$ cat src/hw/rtl/msr_pkg.sv
// Shared constants and types for the multicast stub router.
package msr_pkg;

    localparam int PORTS      = 4;   // link slots on each side
    localparam int TAG_W      = 16;  // tag field width on the links
    localparam int MASK_W     = 4;   // request mask field width
    localparam int IN_SLOT_W  = 1 + TAG_W + MASK_W;
    localparam int OUT_SLOT_W = 1 + TAG_W;
    localparam int IN_W       = 88;  // PORTS * IN_SLOT_W rounded up to bytes
    localparam int OUT_W      = 72;  // PORTS * OUT_SLOT_W + 1 rounded up to bytes
    localparam int OVF_BIT    = PORTS * OUT_SLOT_W;
    localparam int IDX_W      = 2;   // input index width

    // Per-lane status seen by the arbiter.
    typedef struct packed {
        logic front_valid;
        logic drop;
    } t_lane_stat;

endpackage

$ cat src/hw/rtl/msr_lane.sv
// One input lane: request FIFO memory, front entry tracking and pop logic.
module msr_lane #(
    parameter int FIFO_DEPTH = 128,
    parameter int TW         = 16,
    parameter int MW         = 4
) (
    input  logic                 i_clk,
    input  logic                 i_rst_n,
    input  logic                 i_step,
    input  logic                 i_valid,
    input  logic [TW-1:0]        i_tag,
    input  logic [MW-1:0]        i_mask,
    input  logic [MW-1:0]        i_grant,
    output msr_pkg::t_lane_stat  o_stat,
    output logic [TW-1:0]        o_front_tag,
    output logic [MW-1:0]        o_front_mask
);
    import msr_pkg::*;

    localparam int AW = (FIFO_DEPTH > 1) ? $clog2(FIFO_DEPTH) : 1;
    localparam int CW = $clog2(FIFO_DEPTH + 1);
    localparam int SW = CW + 1;
    localparam int EW = TW + MW;

    logic [EW-1:0] r_mem [FIFO_DEPTH];
    logic [EW-1:0] r_q;
    logic [AW-1:0] r_head;
    logic [CW-1:0] r_count;
    logic          r_fresh;
    logic [TW-1:0] r_ftag;
    logic [MW-1:0] r_fmask;

    logic          w_empty;
    logic          w_full;
    logic          w_push_ok;
    logic          w_push;
    logic          w_pop;
    logic          w_fwd;
    logic [SW-1:0] w_sum;
    logic [AW-1:0] w_tail;
    logic [AW-1:0] w_head_inc;
    logic [AW-1:0] n_head;
    logic [CW-1:0] n_count;
    logic [AW-1:0] w_rd_addr;
    logic [TW-1:0] w_ftag;
    logic [MW-1:0] w_fmask;
    logic [MW-1:0] w_resid;

    assign w_empty   = (r_count == '0);
    assign w_full    = (r_count == CW'(FIFO_DEPTH));
    assign w_push_ok = i_valid & ~w_full;
    assign w_push    = i_step & w_push_ok;

    // tail = head + count, wrapped once
    assign w_sum  = SW'(r_head) + SW'(r_count);
    assign w_tail = (w_sum >= SW'(FIFO_DEPTH)) ? AW'(w_sum - SW'(FIFO_DEPTH)) : AW'(w_sum);
    assign w_head_inc = (r_head == AW'(FIFO_DEPTH - 1)) ? '0 : r_head + 1'b1;

    // an empty lane serves the word arriving now
    always_comb begin
        if (w_empty) begin
            w_ftag  = i_tag;
            w_fmask = i_mask;
        end else if (r_fresh) begin
            w_ftag  = r_q[EW-1:MW];
            w_fmask = r_q[MW-1:0];
        end else begin
            w_ftag  = r_ftag;
            w_fmask = r_fmask;
        end
    end

    assign w_resid = w_fmask & ~i_grant;
    assign w_pop   = i_step & (~w_empty | w_push_ok) & (w_resid == '0);
    assign n_head  = w_pop ? w_head_inc : r_head;
    assign n_count = r_count + CW'(w_push) - CW'(w_pop);
    // next front is being written this edge: bypass the memory
    assign w_fwd   = w_pop & w_push & (w_tail == w_head_inc);
    assign w_rd_addr = i_step ? n_head : r_head;

    assign o_stat.front_valid = ~w_empty | w_push_ok;
    assign o_stat.drop        = i_valid & w_full;
    assign o_front_tag        = w_ftag;
    assign o_front_mask       = w_fmask;

    always_ff @(posedge i_clk) begin
        if (w_push) begin
            r_mem[w_tail] <= {i_tag, i_mask};
        end
        r_q <= r_mem[w_rd_addr];
    end

    always_ff @(posedge i_clk) begin
        if (!i_rst_n) begin
            r_head  <= '0;
            r_count <= '0;
            r_fresh <= 1'b0;
        end else if (i_step) begin
            r_head  <= n_head;
            r_count <= n_count;
            r_fresh <= w_pop & ~w_fwd;
        end
    end

    always_ff @(posedge i_clk) begin
        if (i_step) begin
            if (w_fwd) begin
                r_ftag  <= i_tag;
                r_fmask <= i_mask;
            end else begin
                r_ftag  <= w_ftag;
                r_fmask <= w_resid;
            end
        end
    end

    a_count_bound: assert property (@(posedge i_clk) disable iff (!i_rst_n)
        r_count <= CW'(FIFO_DEPTH))
        else $error("lane fill level beyond depth");

    a_hold_idle: assert property (@(posedge i_clk) disable iff (!i_rst_n)
        !i_step |=> $stable(r_count) && $stable(r_head))
        else $error("lane state moved without a step");

    a_push_grow: assert property (@(posedge i_clk) disable iff (!i_rst_n)
        w_push && !w_pop |=> r_count == $past(r_count) + 1'b1)
        else $error("lane push lost");

endmodule

$ cat config.mk
export PLATFORM = sky130hd
export DESIGN_NAME = msr_lane
export DESIGN_NICKNAME = d
export VERILOG_FILES = /design/src/hw/rtl/msr_pkg.sv /design/src/hw/rtl/msr_lane.sv
export SDC_FILE = /design/constraint.sdc
export NUM_CORES = 2
export LEC_CHECK = 0
export BUFFER_PORTS_ARGS = -buffer_cell sky130_fd_sc_hd__buf_2
export CAP_MARGIN = 20
export CORE_UTILIZATION = 45
export DETAILED_ROUTE_END_ITERATION = 10
export HOLD_SLACK_MARGIN = 0.05
export MAX_ROUTING_LAYER = met4
export PLACE_DENSITY_LB_ADDON = 0.05
export SETUP_SLACK_MARGIN = 0.5
export SLEW_MARGIN = 20
export SYNTH_ARGS = -nofsm -noshare
export SYNTH_HDL_FRONTEND = slang
export SYNTH_SLANG_ARGS = --single-unit
$ cat constraint.sdc
create_clock -name i_clk -period 4.57 [get_ports i_clk]
set_input_delay 0.457 -clock i_clk [delete_from_list [all_inputs] [get_ports i_clk]]
set_output_delay 0.457 -clock i_clk [all_outputs]
set_load 0.1 [all_outputs]
==> flow_metrics.tcl <==
set metrics [dict create \
    max_freq_mhz 239 \
    synth.area.top_cells "edfxtp_1, nand2_1, mux2i_1" \
    fillers 18400 \
    synthesis.nets 7017 \
    fin_crit_sh_pct 91.6 \
    dp_slack_ns -0.459 \
    fin_nets 7902 \
    status "completed" \
    cp-start-kind "flop" \
    cts_inserted_buffers 297 \
    synth_edf_count 2580 \
    yosysTopAreaCell "edfxtp_1" \
    cts_sinks 2616 \
    r2r_end "r_q[5]$_DFF_P_" \
    rsz0062_at_grt "yes" \
    hold_class "primary input to flop" \
    critPathKind "flop to flop" \
    final_cell_area_sq_um 128000 \
    remaining_drc_errors 0 \
    clk_latency_ns 0.94 \
    core_sq_um 231000 \
    p_int_uw 51400 \
    max-vdd-ir-drop_mv 0.911 \
    min_path_cells 1 \
    antenna_left 0 \
    wl_mm 376 \
    hold_path_startpoint "i_tag[1]" \
    htree_levels 5 \
    synth_warnings 0 \
    die_h_um 484 \
    min_to "r_mem[63][5]$_DFFE_PP_" \
    setup-tns-final_ns 0 \
    worstPathRequired_ns 5.36 \
    dp_hpwl_mm 233 \
    synthFlopType "edfxtp_1" \
    grt_pass1_vias 63700 \
    synth_top_area_share_pct 74.0 \
    setup_ws_ns 0.386 \
    portBuffers 49 \
    io_pins 50 \
    clock-root-buffer "clkbuf_16" \
    cap_violations 0 \
    num_vias 67700 \
    path_max_fanout 13 \
    grt_max_degree 130 \
    combPwrFrac_pct 36.7 \
    grt_pass1_wl_mm 515 \
    r2r_setup_slack_ns 0.39 \
    clock_power_share_pct 28.6 \
    grt-ovfl-total 0 \
    antenna_found_initial 31 \
    die_w_um 484 \
    drtIter0Drc 8704 \
    viasPerCell 6.11 \
    area_delta_synth_final_pct 22.5 \
    fp.dieArea_sq_um 235000 \
    drive_above_1_share_pct 24.0 \
    cts_tree "yes" \
    max-clock-path-buffers 4 \
    maxSlewHeadroom_pct 24.8 \
    power.density_nw_per_um2 608 \
    syn_area_sq_um 105000 \
    async_flop_share_pct 0 \
    r2r_start "r_count[4]$_SDFFE_PN0P_" \
    synth_cell_types 87 \
    switchingPower_uw 26700 \
    fin_skew_ns 0.0614 \
    netlist_instances 6967 \
    ys_seq_area_share_pct 74.7 \
    placementRows 176 \
    worst_pin_slew_ns 1.13 \
    rr_worst_depth 19 \
    endpoint_kind "flop" \
    pwr-share-seq_pct 34.7 \
    cts.clk_slew.worst_paths_ns 0.06 \
    timing_hold_violations_final 0 \
    place_area_sq_um 115000 \
    grt_use_total_pct 32.3 \
    dr.pass1.iters 6 \
    gp_congestion 0.944 \
    fin_crit_ns 4.18 \
    setup-violations-final 0 \
    leakage_uw 0.0450 \
    p_total_uw 78000 \
    sw_frac_of_total_pct 34.2 \
    slew_violations 0 \
    start_util_pct 45.4 \
    drt-wirelength-per-cell_um 33.9 \
    cp.arrival_ns 4.97 \
    avgSynthCellArea_sq_um 15.0 \
    synth-seq-cells 2616 \
]
## layer usage
layer,vias up,part of all wire [%],global-route usage (%)
met3,579,9.1,5.48
met5,-,0,-
li1,28500,-,-
met2,3433,46,48.2
met4,0,3.5,10.3
met1,35200,42,45.2
## flip-flops by register name, indices dropped and copies added (netlist names)
signal	flops
r_head	7
r_mem	2560
r_count	8
r_fresh	1
r_fmask	4
r_q	20
r_ftag	16
## worst max path at each step
stage / startpoint / endpoint / cells past startpoint
after global routing: r_count[4]$_SDFFE_PN0P_ / r_q[16]$_DFF_P_ / 20
after detailed placement: i_mask[0] / r_q[17]$_DFF_P_ / 14
final: r_count[4]$_SDFFE_PN0P_ / r_q[5]$_DFF_P_ / 19
after floorplan: r_count[2]$_SDFFE_PN0P_ / r_ftag[13]$_DFFE_PP_ / 8
after global placement: i_mask[0] / r_q[2]$_DFF_P_ / 14
after CTS: r_count[5]$_SDFFE_PN0P_ / r_q[8]$_DFF_P_ / 18
## cell families (layout without fill, tap and decap cells)
group / after synthesis / after routing / share of synthesized area [%]
xor+xnor: 25 / 25 / 0.209
simple gates: 2323 / 2323 / 9.40
other cells: 0 / 11 / 0
mux: 575 / 575 / 6.75
buf+inv: 479 / 1566 / 2.59
flops: 2616 / 2616 / 74.7
fa+ha+maj: 22 / 22 / 0.277
compound gates: 927 / 927 / 6.09
## placed cells by master (no fill, tap or decap), drive strengths merged, types with 10 or more instances in the layout
cell type / instances
buf: 991
edfxtp: 2580
a211o: 10
nor4: 36
nand2: 1447
clkinv: 101
mux2i: 453
nor3: 59
ha: 20
xnor2: 20
diode: 11
nand4: 11
a31oi: 72
o22ai: 63
inv: 42
or3: 10
nor2b: 11
mux4: 103
nand3: 490
bufinv: 14
and3: 43
clkbuf: 396
and2: 15
a21oi: 303
nor2: 185
a311oi: 67
dlygate4sd3: 14
a2111oi: 58
o21ai: 65
o221ai: 111
mux2: 19
a211oi: 75
dfxtp: 36
## final cells by class
type	count	area [sq um]	area share, %
sequential	2616	78200	61.0
multi-input combinational	3872	26200	20.5
timing repair buffer	1027	10900	8.53
clock buffer	380	7970	6.22
tap	3026	3790	2.95
clock inverter	121	900	0.702
inverter	38	155	0.121
antenna	11	27.5	0.0215
## worst max-delay path: stages (launching register included)
cell and delay [ns]:
dfxtp_2 0.33, inv_2 0.06, ha_4 0.15, and4bb_4 0.22, and2_4 0.16, a211o_4 0.38
nand4_4 0.18, inv_8 0.07, a21oi_4 0.14, buf_12 0.16, buf_16 0.17, buf_16 0.20
buf_16 0.18, buf_4 0.23, mux2i_1 0.10, o22ai_1 0.17, nor4_1 0.09, nor2_1 0.48
o311ai_0 0.27, nor4_1 0.25
## through the flow
| step | instances | hold WS (ns) | utilization [%] |
|---|---|---|---|
| after detailed placement | 10400 | 0.522 | 49.8 |
| after CTS | 11000 | 0.0556 | 54.8 |
| after floorplan | 6967 | 0.479 | - |
| after global routing | 11100 | 0.0589 | 55.6 |
| after global placement | 10400 | 0.513 | 49.8 |
| final | 11100 | 0.101 | 55.6 |
## cell usage after synthesis (34+ instances only)
master / number
o22ai_1: 63
buf_4: 56
nand3_1: 490
and3_1: 43
edfxtp_1: 2580
nand2_1: 1447
o221ai_1: 108
mux4_2: 102
nor4_1: 34
nor3_1: 59
mux2i_1: 453
buf_6: 48
o21ai_0: 59
inv_1: 37
a21oi_1: 300
dfxtp_1: 36
buf_2: 172
clkbuf_1: 123
a2111oi_0: 55
a311oi_1: 67
a31oi_1: 72
a211oi_1: 75
nor2_1: 185
## power by group through the flow
stage	Clock (uW)	Combinational, uW	Sequential [uW]
final	22300	28600	27100
after detailed placement	0	24100	27600
after global placement	0	24000	27600
after CTS	22600	26600	27100
after floorplan	0	15000	27400
after global routing	23500	29900	27100
## repair_timing
item / 4_1_cts / 5_1_grt
pin swaps: 39 / 63
setup endpoints to repair: 45 / 40
setup buffers: 59 / 54
gates cloned: 13 / 13
hold buffers: 14 / 0
hold endpoints to repair: 142 / 0
gates resized for setup: 303 / 224
Power figures use the tool's default switching activity.
